===== config.mk =====
export PLATFORM = sky130hd
export DESIGN_NAME = kiss_frame_deframer_core
export DESIGN_NICKNAME = d
export VERILOG_FILES = /design/src/design/kfd_pkg.sv /design/src/design/kfd_decoder.sv /design/src/design/kfd_contact.sv /design/src/design/kiss_frame_deframer_core.sv
export SDC_FILE = /design/constraint.sdc
export NUM_CORES = 1
export LEC_CHECK = 0
export BUFFER_PORTS_ARGS = -buffer_cell sky130_fd_sc_hd__buf_2
export CAP_MARGIN = 20
export CORE_UTILIZATION = 40
export CTS_CLUSTER_DIAMETER = 80
export DETAILED_ROUTE_END_ITERATION = 8
export SETUP_SLACK_MARGIN = 0.4
export SYNTH_ARGS = -nofsm -noshare
export SYNTH_HDL_FRONTEND = slang
export SYNTH_SLANG_ARGS = --single-unit

===== constraint.sdc =====
create_clock -name clk_i -period 6.7 [get_ports clk_i]
set_input_delay 0 -clock clk_i [delete_from_list [all_inputs] [get_ports clk_i]]
set_output_delay 0 -clock clk_i [all_outputs]
set_load 0.01 [all_outputs]

===== src/design/kfd_pkg.sv =====
// kfd_pkg: shared types and constants of the KISS frame deframer
// no dependencies; imported by every module of the block
package kfd_pkg;

  // KISS special characters
  localparam logic [7:0] KISS_FEND  = 8'hC0;
  localparam logic [7:0] KISS_FESC  = 8'hDB;
  localparam logic [7:0] KISS_TFEND = 8'hDC;
  localparam logic [7:0] KISS_TFESC = 8'hDD;

  // reset value of the contact day limit register
  localparam logic [15:0] CONTACT_LIMIT_RST = 16'd7;

  // saturation point of the day counter
  localparam logic [15:0] DAYS_MAX = 16'hFFFF;

  // request kinds on the input stream
  typedef enum logic {
    REQ_BYTE = 1'b0,
    REQ_DAY  = 1'b1
  } req_e;

  // event codes reported per transfer
  typedef enum logic [2:0] {
    EV_NONE       = 3'd0,
    EV_DATA       = 3'd1,
    EV_DONE       = 3'd2,
    EV_ABORT      = 3'd3,
    EV_OUTSIDE    = 3'd4,
    EV_BAD_ESC    = 3'd5,
    EV_OVERFLOW   = 3'd6,
    EV_EXTRA_FEND = 3'd7
  } event_e;

  // configuration register indexes
  typedef enum logic {
    REG_CONTACT_LIMIT = 1'b0,
    REG_UNUSED        = 1'b1
  } reg_idx_e;

  // decoded result of one byte
  typedef struct packed {
    event_e      ev;
    logic [7:0]  data;
    logic [7:0]  pos;
    logic [8:0]  len;
  } dec_res_t;

  // day counter control from the decoder
  typedef struct packed {
    logic tick;
    logic clear;
  } contact_ctl_t;

endpackage


===== src/design/kfd_decoder.sv =====
// kfd_decoder: KISS framing state and per-byte decode logic
// depends on kfd_pkg
module kfd_decoder #(
  parameter int unsigned MAX_FRAME_LEN = 256
) (
  input  logic                  clk_i,
  input  logic                  rst_ni,
  input  logic                  en_i,
  input  logic                  req_type_i,
  input  logic [7:0]            rx_byte_i,
  output kfd_pkg::dec_res_t     res_o,
  output kfd_pkg::contact_ctl_t ctl_o
);
  import kfd_pkg::*;

  localparam int unsigned CW = $clog2(MAX_FRAME_LEN + 1);
  localparam logic [CW-1:0] MaxLen = CW'(MAX_FRAME_LEN);

  logic          inside_q, inside_d;
  logic          esc_q, esc_d;
  logic [CW-1:0] cnt_q, cnt_d;

  logic       do_store;
  logic [7:0] store_val;

  // next state and result for the item in the input register
  always_comb begin
    inside_d   = inside_q;
    esc_d      = esc_q;
    cnt_d      = cnt_q;
    do_store   = 1'b0;
    store_val  = rx_byte_i;
    res_o      = '0;
    res_o.ev   = EV_NONE;
    ctl_o      = '0;
    priority if (req_type_i == REQ_DAY) begin
      ctl_o.tick = 1'b1;
    end else if (rx_byte_i == KISS_FEND) begin
      priority if (!inside_q) begin
        inside_d = 1'b1;
        esc_d    = 1'b0;
        cnt_d    = '0;
      end else if (cnt_q != '0) begin
        inside_d    = 1'b0;
        esc_d       = 1'b0;
        ctl_o.clear = 1'b1;
        res_o.ev    = EV_DONE;
        res_o.len   = 9'(cnt_q);
      end else begin
        res_o.ev = EV_EXTRA_FEND;
      end
    end else if (!inside_q) begin
      res_o.ev = EV_OUTSIDE;
    end else if (rx_byte_i == KISS_FESC) begin
      if (esc_q) begin
        inside_d = 1'b0;
        esc_d    = 1'b0;
        res_o.ev = EV_ABORT;
      end else begin
        esc_d = 1'b1;
      end
    end else if (rx_byte_i == KISS_TFEND || rx_byte_i == KISS_TFESC) begin
      do_store = 1'b1;
      if (esc_q) begin
        esc_d     = 1'b0;
        store_val = (rx_byte_i == KISS_TFEND) ? KISS_FEND : KISS_FESC;
      end
    end else if (esc_q) begin
      esc_d    = 1'b0;
      res_o.ev = EV_BAD_ESC;
    end else begin
      do_store = 1'b1;
    end

    // store a data byte while the frame has room
    if (do_store) begin
      if (cnt_q < MaxLen) begin
        res_o.ev   = EV_DATA;
        res_o.data = store_val;
        res_o.pos  = 8'(cnt_q);
        cnt_d      = cnt_q + CW'(1);
      end else begin
        res_o.ev = EV_OVERFLOW;
      end
    end
  end

  // framing state registers
  always_ff @(posedge clk_i or negedge rst_ni) begin
    if (!rst_ni) begin
      inside_q <= 1'b0;
      esc_q    <= 1'b0;
      cnt_q    <= '0;
    end else if (en_i) begin
      inside_q <= inside_d;
      esc_q    <= esc_d;
      cnt_q    <= cnt_d;
    end
  end

endmodule


===== src/design/kfd_contact.sv =====
// kfd_contact: saturating day counter and recent contact flag
// depends on kfd_pkg
module kfd_contact (
  input  logic                  clk_i,
  input  logic                  rst_ni,
  input  logic                  en_i,
  input  kfd_pkg::contact_ctl_t ctl_i,
  input  logic [15:0]           limit_i,
  output logic                  recent_o
);
  import kfd_pkg::*;

  logic [15:0] days_q, days_d;

  // clear on a good frame, count up on a day tick
  always_comb begin
    days_d = days_q;
    priority if (ctl_i.clear) begin
      days_d = '0;
    end else if (ctl_i.tick && days_q != DAYS_MAX) begin
      days_d = days_q + 16'd1;
    end
  end

  // flag reflects the count after this item
  assign recent_o = (days_d <= limit_i);

  always_ff @(posedge clk_i or negedge rst_ni) begin
    if (!rst_ni) begin
      days_q <= '0;
    end else if (en_i) begin
      days_q <= days_d;
    end
  end

endmodule


===== src/design/kiss_frame_deframer_core.sv =====
// KISS frame deframer core: decodes a KISS byte stream, one result per input
// transfer, with a day counter for recent ground contact. Each transfer is
// captured in an input register, decoded by a single level of framing logic
// and written to an output register, so one transfer is taken every cycle while
// the result stream is not stalled; the feedback of the framing state
// (in-frame, escape, byte count) sets that rate. s_axis_tuser selects a
// received byte (0) or a day tick (1). The contact day limit register sits at
// APB address 0 and should only be written while the block is idle.
//
// depends on kfd_pkg, kfd_decoder, kfd_contact
module kiss_frame_deframer_core #(
  parameter int unsigned MAX_FRAME_LEN = 256
) (
  input  logic        clk_i,
  input  logic        rst_ni,
  // input stream
  input  logic        s_axis_tvalid,
  output logic        s_axis_tready,
  input  logic [7:0]  s_axis_tdata,   // [7:0] rx_byte
  input  logic        s_axis_tuser,   // [0] req_type
  // result stream
  output logic        m_axis_tvalid,
  input  logic        m_axis_tready,
  output logic [31:0] m_axis_tdata,   // [7:0] data_out, [15:8] byte_position,
                                      // [24:16] frame_length, [25] recent_contact
  output logic [2:0]  m_axis_tuser,   // [2:0] event_code
  // configuration
  input  logic        psel,
  input  logic        penable,
  input  logic        pwrite,
  input  logic [2:0]  paddr,
  input  logic [31:0] pwdata,
  output logic [31:0] prdata,
  output logic        pready
);
  import kfd_pkg::*;

  logic        in_vld_q;
  logic        in_type_q;
  logic [7:0]  in_byte_q;
  logic        out_vld_q;
  dec_res_t    out_res_q;
  logic        out_recent_q;
  logic [15:0] limit_q;

  logic         advance;
  dec_res_t     dec_res;
  contact_ctl_t ctl;
  logic         recent;
  reg_idx_e     reg_idx;

  // item moves to the output register when that slot is free or drains
  assign advance       = in_vld_q && (!out_vld_q || m_axis_tready);
  assign s_axis_tready = !in_vld_q || advance;

  // input register
  always_ff @(posedge clk_i or negedge rst_ni) begin
    if (!rst_ni) begin
      in_vld_q <= 1'b0;
    end else if (s_axis_tready) begin
      in_vld_q <= s_axis_tvalid;
    end
  end

  always_ff @(posedge clk_i) begin
    if (s_axis_tvalid && s_axis_tready) begin
      in_type_q <= s_axis_tuser;
      in_byte_q <= s_axis_tdata;
    end
  end

  kfd_decoder #(
    .MAX_FRAME_LEN(MAX_FRAME_LEN)
  ) u_decoder (
    .clk_i      (clk_i),
    .rst_ni     (rst_ni),
    .en_i       (advance),
    .req_type_i (in_type_q),
    .rx_byte_i  (in_byte_q),
    .res_o      (dec_res),
    .ctl_o      (ctl)
  );

  kfd_contact u_contact (
    .clk_i    (clk_i),
    .rst_ni   (rst_ni),
    .en_i     (advance),
    .ctl_i    (ctl),
    .limit_i  (limit_q),
    .recent_o (recent)
  );

  // output register
  always_ff @(posedge clk_i or negedge rst_ni) begin
    if (!rst_ni) begin
      out_vld_q <= 1'b0;
    end else if (advance) begin
      out_vld_q <= 1'b1;
    end else if (m_axis_tready) begin
      out_vld_q <= 1'b0;
    end
  end

  always_ff @(posedge clk_i) begin
    if (advance) begin
      out_res_q    <= dec_res;
      out_recent_q <= recent;
    end
  end

  assign m_axis_tvalid = out_vld_q;
  assign m_axis_tuser  = out_res_q.ev;
  assign m_axis_tdata  = {6'd0, out_recent_q, out_res_q.len, out_res_q.pos, out_res_q.data};

  // configuration register
  assign reg_idx = reg_idx_e'(paddr[2]);
  assign pready  = 1'b1;

  always_ff @(posedge clk_i or negedge rst_ni) begin
    if (!rst_ni) begin
      limit_q <= CONTACT_LIMIT_RST;
    end else if (psel && penable && pwrite && pready && reg_idx == REG_CONTACT_LIMIT) begin
      limit_q <= pwdata[15:0];
    end
  end

  // register readback
  always_comb begin
    unique case (reg_idx)
      REG_CONTACT_LIMIT: prdata = {16'd0, limit_q};
      default:           prdata = '0;
    endcase
  end

endmodule

==> impl_metrics.ini <==
[routing]
drt-total-wl_um = 10180
drt_iter0_drc = 186
route.vias.total = 3672
firstDrtPassIters = 4
ant_nets = 0
wl_per_cell_um = 14.56
via_per_inst = 5.253
drc = 0

[critical_path]
path_max_fanout = 12
cp.arrival_ps = 3650
reg2reg_slack_ps = 3240
timing.rr.end = out_recent_q$_DFFE_PP_
path_class = flop to flop
rr_worst_depth = 12
end_kind = flop
required_ps = 6890
critPathLaunchType = flop
r2r-start = u_contact.days_q[0]$_DFFE_PN0P_

[synthesis]
ys_ff_latch = 83
yosysMostFrequentCell = nor2_1
synth_top_area_cell = edfxtp_1
synth.cell_area_sq_um = 4662
synth-seq-area-share = 0.4871
postSynthCellCount = 456
synth_cell_type_count = 55
synth-main-ff-cell = dfrtp_1
netlist_top_cells_count = nor2_1 (46), dfrtp_1 (42), edfxtp_1 (38), buf_4 (24), inv_1 (23)
syn_avg_cell_area_sq_um = 10.22
async_reset_ff_frac = 0.5422
synth_edf_count = 38
synthTopCellsByArea = edfxtp_1 (24%), dfrtp_1 (23%), ha_1 (5.1%)
yosysWarnings = 0
synth_top_cell_area_share = 0.2448

[die]
design.core.area_sq_um = 11370
ios = 121
die_w_um = 110.0
fp-row-count = 39
initial_core_util = 0.4100
die_h_um = 110.0
fp.dieArea_sq_um = 12090

[global_route]
grt_max_degree = 46
track_usage = 0.1771
grt_pass1_vias = 3460
grt_overflow = 0
antenna_found_initial = 0
grt_pass1_wl_um = 16300

[timing]
rsz0062_at_grt = no
setup_viol = 0
fin_crit_sh = 0.5164
fin_setup_tns_ps = 0
max_slew_margin = 0.4252
skew_ps = 8.297
finalMaxSlewViolations = 0
fmax_ghz = 0.2890
hold_viol_final = 0
fin_crit_ps = 3460
finalWorstSetupSlack_ps = 3240
worstMarginPinSlew_ps = 850.2

[finish]
seq_area_sq_um = 2271
syn_to_final_growth_pct = 21.69
nFillCells = 1043
diodes = 0
stdcell_area_sq_um = 5673
fin_nets = 621
multiInputGateArea_sq_um = 2127
drive_gt1_frac = 0.2230

[cts]
cts_buffer_depth = 2
cts_buffers = 9
root_buffer = clkbuf_16
cts_tree = done
clk_pin_slew_worst_paths_ps = 60
cts_sinks = 83
postCtsSetupBuffers = 0
clk_latency_ps = 340
htree_levels = 3

[hold_path]
worst_hold_path_type = input port to flop
min_from = m_axis_tready
hold_path_end = in_vld_q$_DFFE_PN0N_
hold_depth = 4

[place]
post-place-ws_ps = 3253
place_congestion = 0.8139
io_buffers = 79
hpwl_um = 6956
place_area_sq_um = 5089

[run]
cap_viol_max_count = 0

[power]
vdd_drop_max_mv = 0.1244
total_power_uw = 1375
powerDensity_nw_per_um2 = 242.4
p_leak_uw = 0.002476

[status]
status = finished clean
## cells by family after synthesis
family,synth area share
simple gates,0.1916
flops,0.4871
compound gates,0.1194
buf+inv,0.07756
mux,0.04724
fa+ha+maj,0.05099
xor+xnor,0.02442
other cells,0.001611
## layer usage
metal | GRT usage | vias up | part of all wire
met2 | 0.2942 | 116 | 0.48
met4 | 0.06571 | 0 | 0.015
li1 | - | 1800 | -
met3 | 0.03557 | 13 | 0.044
met1 | 0.2273 | 1743 | 0.46
met5 | 0 | - | 0
## power breakdown
part / switching (uW) / internal, uW
clock: 196 / 299
sequential: 42.0 / 589
combinational: 137 / 112
total: 375 / 1000
## repair_timing
item	CTS	global route
resized for setup	0	0
endpoints found under the hold margin	68	0
hold buffers	27	0
## worst max path at each step
stage	startpoint	to	slack [ps]	cells past startpoint
final	u_contact.days_q[0]$_DFFE_PN0P_	out_recent_q$_DFFE_PP_	3240	12
after global routing	u_contact.days_q[0]$_DFFE_PN0P_	out_recent_q$_DFFE_PP_	2900	12
after CTS	u_contact.days_q[0]$_DFFE_PN0P_	out_recent_q$_DFFE_PP_	3230	12
after detailed placement	u_contact.days_q[0]$_DFFE_PN0P_	out_recent_q$_DFFE_PP_	3250	12
after global placement	u_contact.days_q[0]$_DFFE_PN0P_	out_recent_q$_DFFE_PP_	3260	12
after floorplan	in_byte_q[1]$_DFFE_PP_	out_recent_q$_DFFE_PP_	3520	11
## through the flow
step	cells	hold slack (ps)	util
2_1_floorplan	477	-295.6	-
3_3_place_gp	655	178.7	0.4476
3_5_place_dp	655	178.4	0.4476
4_1_cts	698	9.806	0.4972
5_1_grt	699	53.81	0.4990
6_report	699	5.895	0.4990
## layout make-up
class,count,share of cell area
Clock inverter,4,0.008381
Timing Repair Buffer,111,0.1262
Sequential cell,83,0.4003
Multi-Input combinational cell,323,0.3749
Inverter,23,0.01522
Tap cell,143,0.03154
Clock buffer,12,0.04345
## critical path, cell delays in order, from the launching register on
cell and delay, ps:
dfrtp_1 430, ha_1 270, nand4_1 180, or4_1 720, nand4_1 250, xor2_1 230, nor2_1 70, ha_1 300
a21oi_1 150, nor2_1 50, a2111oi_0 340, o21ai_0 150, o21ai_0 170
## registers in the layout, indices dropped and copies added (netlist names)
register,count
m_axis_tdata,25
limit_q,16
u_contact.days_q,16
u_decoder.cnt_q,9
in_byte_q,8
m_axis_tuser,3
in_type_q,1
in_vld_q,1
m_axis_tvalid,1
out_recent_q,1
u_decoder.esc_q,1
u_decoder.inside_q,1
## placed cells by master (no fill, tap or decap), drive strengths merged, types with 4 or more instances in the layout
cell and count:
and2 21, dlygate4sd3 27, nand4 17, nand2b 5
a21oi 18, mux2i 4, ha 19, or4 7
nor2b 5, nor4 6, conb 23, dfrtp 42
o211ai 12, mux2 16, clkbuf 12, buf 84
edfxtp 38, o21ai 17, inv 24, nand2 20
nor2 46, and3 4, o31ai 13, nand3 19
xor2 10
(Power assumes the default switching activity.)
